<file path="src/rtl/lfgf_pkg.sv">
// ----------------------------------------------------------------------------
// lfgf_pkg
// Shared types and constants for the lowest free gap finder.
// ----------------------------------------------------------------------------
package lfgf_pkg;

    // stream widths, padded to whole bytes
    localparam int IN_TDATA_W  = 8;
    localparam int OUT_TDATA_W = 72;
    localparam int GAP_W       = 64;
    localparam int REG_W       = 48;

    // configuration register indexes
    localparam logic CFG_REQUEST_SIZE = 1'b0;
    localparam logic CFG_MIN_ADDRESS  = 1'b1;

    // characters with a meaning to the parser
    localparam logic [7:0] CHAR_DASH    = 8'h2d;
    localparam logic [7:0] CHAR_NEWLINE = 8'h0a;

    // parse phases
    localparam logic [1:0] PH_START = 2'd0;
    localparam logic [1:0] PH_END   = 2'd1;
    localparam logic [1:0] PH_SKIP  = 2'd2;

    // reset values of the configuration registers
    localparam logic [REG_W-1:0] REQUEST_SIZE_RST = 48'd4096;
    localparam logic [REG_W-1:0] MIN_ADDRESS_RST  = 48'h10000;

    typedef struct packed {
        logic       is_hex;
        logic [3:0] digit;
    } hex_t;

    function automatic hex_t hex_decode(input logic [7:0] c);
        hex_t h;
        h.is_hex = 1'b1;
        h.digit  = 4'd0;
        if (c >= 8'h30 && c <= 8'h39) begin
            h.digit = 4'(c - 8'h30);
        end else if (c >= 8'h61 && c <= 8'h66) begin
            h.digit = 4'(c - 8'h57);
        end else if (c >= 8'h41 && c <= 8'h46) begin
            h.digit = 4'(c - 8'h37);
        end else begin
            h.is_hex = 1'b0;
        end
        return h;
    endfunction

endpackage

</file>
<file path="src/rtl/lowest_free_gap_finder_unit.sv">
// ----------------------------------------------------------------------------
// lowest_free_gap_finder_unit
// Parses a text listing of sorted regions and returns the first-fit gap.
// ----------------------------------------------------------------------------
// Takes one character of a "hexstart-hexend ..." region listing per clock and
// keeps a running candidate address that starts at min_address. Each finished
// region freezes the candidate when the space below the region holds the
// page-rounded request size, else lifts it to the page-rounded end if higher.
// The character marked tlast produces one result request in the next cycle: the
// candidate and a found flag, or zero when request_size is zero. Every
// character is handled by the combinational decode and region-check logic in
// front of the state registers; no clearing pass after reset. The result sits in
// an output register; s_tready drops only while it holds a result not yet taken.
// The user writes configuration between listings; the block does not check it.
module lowest_free_gap_finder_unit #(
    parameter int PAGE_BITS = 12,
    parameter int ADDR_BITS = 64
) (
    input  logic                               aclk,
    input  logic                               aresetn,
    // configuration
    input  logic                               cfg_wr_en,
    input  logic                               cfg_index,
    input  logic [lfgf_pkg::REG_W-1:0]         cfg_wdata,
    // character stream
    input  logic                               s_tvalid,
    output logic                               s_tready,
    input  logic [lfgf_pkg::IN_TDATA_W-1:0]    s_tdata,   // [7:0] text_char
    input  logic                               s_tlast,   // last_char
    // result stream
    output logic                               m_tvalid,
    input  logic                               m_tready,
    output logic [lfgf_pkg::OUT_TDATA_W-1:0]   m_tdata    // [63:0] gap_address,
                                                          // [64] gap_found, rest 0
);

    localparam logic [ADDR_BITS-1:0] PAGE_MASK =
        ADDR_BITS'((64'd1 << PAGE_BITS) - 64'd1);

    // configuration state
    logic [ADDR_BITS-1:0]      need_reg;
    logic                      req_zero_reg;
    logic [lfgf_pkg::REG_W-1:0] min_addr_reg;
    logic [63:0]               cfg_ext;
    logic [ADDR_BITS-1:0]      cfg_trunc;

    // parser state
    logic [1:0]           phase_reg,  phase_next;
    logic [ADDR_BITS-1:0] acc_reg,    acc_next;
    logic [ADDR_BITS-1:0] start_reg,  start_next;
    logic [ADDR_BITS-1:0] cand_reg,   cand_next;
    logic                 done_reg,   done_next;
    logic                 fresh_reg,  fresh_next;

    // result register
    logic                      m_valid_reg;
    logic [lfgf_pkg::GAP_W-1:0] gap_reg,   gap_next;
    logic                      found_reg, found_next;

    logic                 accept;
    lfgf_pkg::hex_t       hx;
    logic [ADDR_BITS-1:0] acc_shift;
    logic [ADDR_BITS-1:0] cand_eff;
    logic [ADDR_BITS-1:0] check_start;
    logic [ADDR_BITS-1:0] check_end;
    logic                 do_check;
    logic                 dash_last;
    logic                 is_nl;
    logic                 fits;
    logic [ADDR_BITS-1:0] cand_chk;
    logic [63:0]          min_ext;

    assign s_tready = !m_valid_reg || m_tready;
    assign accept   = s_tvalid && s_tready;

    assign cfg_ext   = {16'b0, cfg_wdata};
    assign cfg_trunc = cfg_ext[ADDR_BITS-1:0];
    assign min_ext   = {16'b0, min_addr_reg};

    assign hx        = lfgf_pkg::hex_decode(s_tdata);
    assign is_nl     = (s_tdata == lfgf_pkg::CHAR_NEWLINE);
    assign acc_shift = {acc_reg[ADDR_BITS-5:0], hx.digit};
    assign cand_eff  = fresh_reg ? min_ext[ADDR_BITS-1:0] : cand_reg;

    // a dash on the last character opens a region with an empty end number
    assign dash_last = (phase_reg == lfgf_pkg::PH_START) && s_tlast &&
                       (s_tdata == lfgf_pkg::CHAR_DASH);

    // a region ends on a non-hex character, or on the last character mid-number
    assign do_check  = !done_reg &&
                       (((phase_reg == lfgf_pkg::PH_END) && (!hx.is_hex || s_tlast)) ||
                        dash_last);
    assign check_start = dash_last ? acc_reg : start_reg;
    assign check_end   = dash_last ? '0 : (hx.is_hex ? acc_shift : acc_reg);

    lfgf_region_check #(
        .PAGE_BITS (PAGE_BITS),
        .ADDR_BITS (ADDR_BITS)
    ) u_check (
        .region_start   (check_start),
        .region_end     (check_end),
        .candidate      (cand_eff),
        .need           (need_reg),
        .fits           (fits),
        .candidate_next (cand_chk)
    );

    always_comb begin
        phase_next = phase_reg;
        acc_next   = acc_reg;
        start_next = start_reg;
        cand_next  = cand_eff;
        done_next  = done_reg;
        fresh_next = 1'b0;
        if (!done_reg) begin
            case (phase_reg)
                lfgf_pkg::PH_START: begin
                    if (hx.is_hex) begin
                        acc_next = acc_shift;
                    end else if (s_tdata == lfgf_pkg::CHAR_DASH) begin
                        start_next = acc_reg;
                        acc_next   = '0;
                        phase_next = lfgf_pkg::PH_END;
                    end else begin
                        acc_next   = '0;
                        phase_next = is_nl ? lfgf_pkg::PH_START : lfgf_pkg::PH_SKIP;
                    end
                end
                lfgf_pkg::PH_END: begin
                    if (hx.is_hex) begin
                        acc_next = acc_shift;
                    end else begin
                        acc_next   = '0;
                        phase_next = is_nl ? lfgf_pkg::PH_START : lfgf_pkg::PH_SKIP;
                    end
                end
                default: begin
                    if (is_nl) begin
                        acc_next   = '0;
                        phase_next = lfgf_pkg::PH_START;
                    end
                end
            endcase
        end
        if (do_check) begin
            done_next = fits;
            cand_next = cand_chk;
        end

        gap_next   = req_zero_reg ? '0 : lfgf_pkg::GAP_W'(cand_next);
        found_next = !req_zero_reg && done_next;

        // get ready for the next listing
        if (s_tlast) begin
            phase_next = lfgf_pkg::PH_START;
            acc_next   = '0;
            start_next = '0;
            done_next  = 1'b0;
            fresh_next = 1'b1;
        end
    end

    always_ff @(posedge aclk) begin
        if (!aresetn) begin
            need_reg     <= (ADDR_BITS'(lfgf_pkg::REQUEST_SIZE_RST) + PAGE_MASK) & ~PAGE_MASK;
            req_zero_reg <= 1'b0;
            min_addr_reg <= lfgf_pkg::MIN_ADDRESS_RST;
        end else if (cfg_wr_en) begin
            case (cfg_index)
                lfgf_pkg::CFG_REQUEST_SIZE: begin
                    need_reg     <= (cfg_trunc + PAGE_MASK) & ~PAGE_MASK;
                    req_zero_reg <= (cfg_wdata == '0);
                end
                lfgf_pkg::CFG_MIN_ADDRESS: begin
                    min_addr_reg <= cfg_wdata;
                end
                default: begin
                end
            endcase
        end
    end

    always_ff @(posedge aclk) begin
        if (!aresetn) begin
            phase_reg <= lfgf_pkg::PH_START;
            acc_reg   <= '0;
            start_reg <= '0;
            done_reg  <= 1'b0;
            fresh_reg <= 1'b1;
        end else if (accept) begin
            phase_reg <= phase_next;
            acc_reg   <= acc_next;
            start_reg <= start_next;
            done_reg  <= done_next;
            fresh_reg <= fresh_next;
        end
    end

    always_ff @(posedge aclk) begin
        if (accept) begin
            cand_reg <= cand_next;
        end
    end

    always_ff @(posedge aclk) begin
        if (!aresetn) begin
            m_valid_reg <= 1'b0;
        end else if (accept) begin
            m_valid_reg <= s_tlast;
        end else if (m_tready) begin
            m_valid_reg <= 1'b0;
        end
    end

    always_ff @(posedge aclk) begin
        if (accept && s_tlast) begin
            gap_reg   <= gap_next;
            found_reg <= found_next;
        end
    end

    assign m_tvalid = m_valid_reg;
    assign m_tdata  = {7'b0, found_reg, gap_reg};

endmodule

</file>
<file path="src/rtl/lfgf_region_check.sv">
// ----------------------------------------------------------------------------
// lfgf_region_check
// First-fit test of one region against the running candidate address.
// ----------------------------------------------------------------------------
module lfgf_region_check #(
    parameter int PAGE_BITS = 12,
    parameter int ADDR_BITS = 64
) (
    input  logic [ADDR_BITS-1:0] region_start,
    input  logic [ADDR_BITS-1:0] region_end,
    input  logic [ADDR_BITS-1:0] candidate,
    input  logic [ADDR_BITS-1:0] need,
    output logic                 fits,
    output logic [ADDR_BITS-1:0] candidate_next
);

    localparam logic [ADDR_BITS-1:0] PAGE_MASK =
        ADDR_BITS'((64'd1 << PAGE_BITS) - 64'd1);

    logic [ADDR_BITS-1:0] gap;
    logic [ADDR_BITS-1:0] end_rounded;

    assign gap         = region_start - candidate;
    assign end_rounded = (region_end + PAGE_MASK) & ~PAGE_MASK;
    assign fits        = (region_start > candidate) && (gap >= need);

    always_comb begin
        candidate_next = candidate;
        if (!fits && region_end > candidate) begin
            candidate_next = end_rounded;
        end
    end

endmodule

</file>
<file path="config.mk">
export PLATFORM = sky130hd
export DESIGN_NAME = lowest_free_gap_finder_unit
export DESIGN_NICKNAME = d
export VERILOG_FILES = /design/src/rtl/lfgf_pkg.sv /design/src/rtl/lowest_free_gap_finder_unit.sv /design/src/rtl/lfgf_region_check.sv
export SDC_FILE = /design/constraint.sdc
export NUM_CORES = 1
export LEC_CHECK = 0
export BUFFER_PORTS_ARGS = -buffer_cell sky130_fd_sc_hd__buf_2
export CORE_UTILIZATION = 55
export CTS_CLUSTER_DIAMETER = 60
export CTS_CLUSTER_SIZE = 12
export DETAILED_ROUTE_END_ITERATION = 10
export MAX_ROUTING_LAYER = met4
export PLACE_DENSITY = 0.73
export SYNTH_ARGS = -nofsm -noshare
export SYNTH_HDL_FRONTEND = slang
export SYNTH_SLANG_ARGS = --single-unit
</file>
<file path="constraint.sdc">
create_clock -name aclk -period 9.6 [get_ports aclk]
set_clock_uncertainty 0.05 [all_clocks]
set_input_delay 0.48 -clock aclk [delete_from_list [all_inputs] [get_ports aclk]]
set_output_delay 0.48 -clock aclk [all_outputs]
set_load 0.005 [all_outputs]
</file>
==> qor.txt <==
===========================================================================
Port Buffer Count ............................................          129
Ratio of final minimum period to clock period ................        91.2%
Overall power after layout ...................................      3.68 mW
Distinct cell type count of the synthesized netlist ..........           86
WP data required .............................................      9910 ps
Post-detail-place hpwl .......................................    64,500 um
GRT met2 Usage ...............................................        52.3%
Total count of max-transition violations in the final report .            0
Number of synthesized register bits ..........................          348
Number of flops mapped to enable cells by yosys ..............          129
Clock latency at the later pin of the worst-skew pair ........       580 ps
Maximum buffer depth of the clock tree .......................            3
Total instance count after detailed placement ................        3,555
PD cells .....................................................   142 nW/um2
Number of cells upsized or downsized after cts ...............            0
Crit. Startpoint .............................................   s_tdata[3]
Post-CTS repair timing setup buffer count ....................            0
Worst slew margin ............................................        28.6%
DR iter-0 viols ..............................................        3,468
Most Crowded Layer GR ........................................         met1
Setup TNS after final layout .................................         0 ps
Area of the mapped netlist ...................................   24,100 um2
Post-Synthesis Mean Instance Area ............................     7.92 um2
Setup repair after global routing missed its margin ..........        false
Multi-input gate area ........................................   14,600 um2
Combinational share of power .................................        16.0%
Post-layout net count ........................................        3,244
Number of global-route vias before repair ....................       21,300
Top-Level Pins ...............................................          137
Switch Pwr ...................................................      1.07 mW
Yosys warnings ...............................................            0
Share of the synthesized area in the top cell type ...........        18.2%
Post-route insts no fill .....................................        3,620
Total iterations of the first detailed-routing run ...........            6
Met1 Usage GRT ...............................................        56.8%
Number of H-tree levels ......................................            2
Worst-path cell with the longest stage delay .................    a2111oi_0
Clock share of power .........................................        39.5%
Startpoint of the lowest-slack register-to-register path ..... phase_reg[0]
Post-place instance area .....................................   24,800 um2
Outcome ......................................................    completed
Share of total power in sequential cells .....................        44.4%
CTS tree .....................................................         done
Area enclosed by the die boundary ............................   44,600 um2
Buffer type at the clock tree root ...........................    clkbuf_16
Category of the worst setup path capture point ...............    flip-flop
Hold Path Origin ............................................. cfg_wdata[5]
Worst-path maximum fanout ....................................           53
Share of flip-flops with an asynchronous set or reset ........           0%
Family with the most delay on the worst path ................. simple AND/OR/NAND/NOR gates
Avg Vias per Cell ............................................         6.53
Number of buffers created by CTS .............................           39
Total routing usage reported by global routing ...............        39.2%
Maximum resistive drop on vdd ................................     0.151 mV
End-of-flow core utilization .................................        60.3%
Number of filler instances in the final layout ...............        3,991
Layout cell share with drive strength beyond 1 ...............        8.77%
Crit-path most repeated cell .................................      nand2_1
Minimum clock period after layout ............................      8750 ps
CP max stage delay ...........................................       940 ps
Placeable core area ..........................................   43,200 um2
Startpoint-to-endpoint class of the critical path ............    in -> reg
CTS clk-pin slew, worst paths ................................        60 ps
MaxCap Viol Count ............................................            0
Share of synthesized area occupied by flip-flops and latches .        34.3%
Die width ....................................................       211 um
Maximum frequency from static timing analysis ................      114 MHz
Area overhead of the layout relative to synthesis ............        8.04%
Number of hold-repair buffers added at the cts stage .........            0
Internal Pwr Total ...........................................      2.61 mW
Top cell type by total area after synthesis ..................      dfxtp_1
Die H ........................................................       211 um
Signal arrival time at the worst endpoint ....................      9060 ps
Std cell rows ................................................           76
Worst min path class .........................................    in -> reg
Wire length of the first global-routing pass .................   130,000 um
Dominant register cell in the synthesized netlist ............      dfxtp_1
Mapped Cells .................................................        3,039
Number of hold violations in the final report ................            0
Register Area ................................................     8260 um2
Design area ..................................................   26,000 um2
Number of routed nets with antenna violations ................            0
Transition time of the tightest slew-check pin ...............      1060 ps
Global placement routability congestion ......................         1.05
Largest cells by area after synthesis ........................ dfxtp_1, edfxtp_1, ha_1
Wire length per cell after detailed routing ..................      23.7 um
Detailed-route wire length ...................................    85,800 um
Switch share .................................................        29.2%
Leftover overflow at the end of global routing ...............            0
Leakage power ................................................      10.4 nW
Largest net degree at the start of global routing ............          123
Final setup violation count ..................................            0
Starting Density .............................................        55.8%
CP bufs+invs .................................................            3
Worst Setup Start Kind .......................................   input port
Initial antenna violation count ..............................            2
DRC violations left ..........................................            0
Via total after detailed routing .............................       23,600
Global-route track usage on met3 .............................        10.2%
Number of clock sinks seen by CTS ............................          348
===========================================================================
-- worst register-to-register path: cells and delay by family (launching register included) --
kind / cells / cell delay, ps
DFF: 1 / 330
and+or+nand+nor: 14 / 3230
buffers and inverters: 2 / 890
xor gates and xnor gates: 1 / 150
AOI/OAI and AO/OA: 10 / 3040
adders and majority gates: 2 / 750
-- stage by stage --
step / hold WS [ps] / setup slack, ps
floorplan: 383 / 1340
global placement: 401 / 745
detailed placement: 402 / 565
CTS: 80.8 / 1110
global route: 115 / 382
finish: 109 / 849
-- power by group through the flow --
stage                     Combinational [mW]  Clock (mW)  Sequential, mW
after global placement                 0.559           0            1.66
after floorplan                        0.389           0            1.64
final                                  0.591        1.46            1.64
after global routing                   0.642        1.52            1.64
after CTS                              0.575        1.47            1.63
after detailed placement               0.571           0            1.67
-- worst paths after layout --
path                                         end  slack [ps]  cells after the start
worst max register to register       gap_reg[12]         960                     29
worst min register to register  min_addr_reg[11]         410                      2
worst max-delay path                 gap_reg[12]         850                     30
worst min-delay path             min_addr_reg[5]         110                      3
-- layout by cell type, fill, tap and decap left out, types with 84 or more instances in the layout --
| cell | count |
|---|---|
| a211oi_1 | 84 |
| a21oi_1 | 299 |
| a22oi_1 | 127 |
| buf_2 | 129 |
| dfxtp_1 | 217 |
| edfxtp_1 | 129 |
| ha_1 | 169 |
| nand2_1 | 548 |
| nor2_1 | 268 |
| o21ai_0 | 112 |
-- metal layers --
layer,share of wire (%),vias to the layer above
li1,-,10900
met1,44,11300
met2,40,1318
met3,12,140
met4,3.0,0
met5,0,-
-- cells by family (layout without fill, tap and decap cells) --
kind of cell	Yosys count	in the layout	synth area share (%)
adders and majority gates	170	170	8.87
other	1	8	0.0156
muxes	58	58	2.43
AOI/OAI and AO/OA	817	817	21.7
buffers and inverters	315	304	5.29
DFF	348	348	34.3
xor gates and xnor gates	128	128	4.66
and+or+nand+nor	1202	1202	22.8
-- cells in the mapped netlist, drive strengths merged, types with 7 or more instances --
library cell / instances
a2111oi: 8
a211oi: 90
a21o: 44
a21oi: 299
a221oi: 13
a22oi: 127
a31oi: 11
and2: 16
and3: 67
buf: 49
clkbuf: 190
dfxtp: 219
edfxtp: 129
ha: 169
inv: 75
mux2i: 54
nand2: 551
nand2b: 20
nand3: 53
nand4: 78
nor2: 269
nor3: 51
nor3b: 7
nor4: 32
o211ai: 19
o21a: 19
o21ai: 118
o21bai: 13
or2: 8
or3: 16
or4: 9
xnor2: 67
xor2: 61
-- final cells by class --
class / count / area share, %
well taps: 585 / 2.81
multi-input cells: 2382 / 56.2
repair buffers: 164 / 3.54
clock inverters: 14 / 0.596
clock buffers: 50 / 3.95
inverters: 76 / 1.12
diodes: 1 / 0.00962
flip-flops and latches: 348 / 31.8
Note: power is estimated with default switching activity, not from simulation.
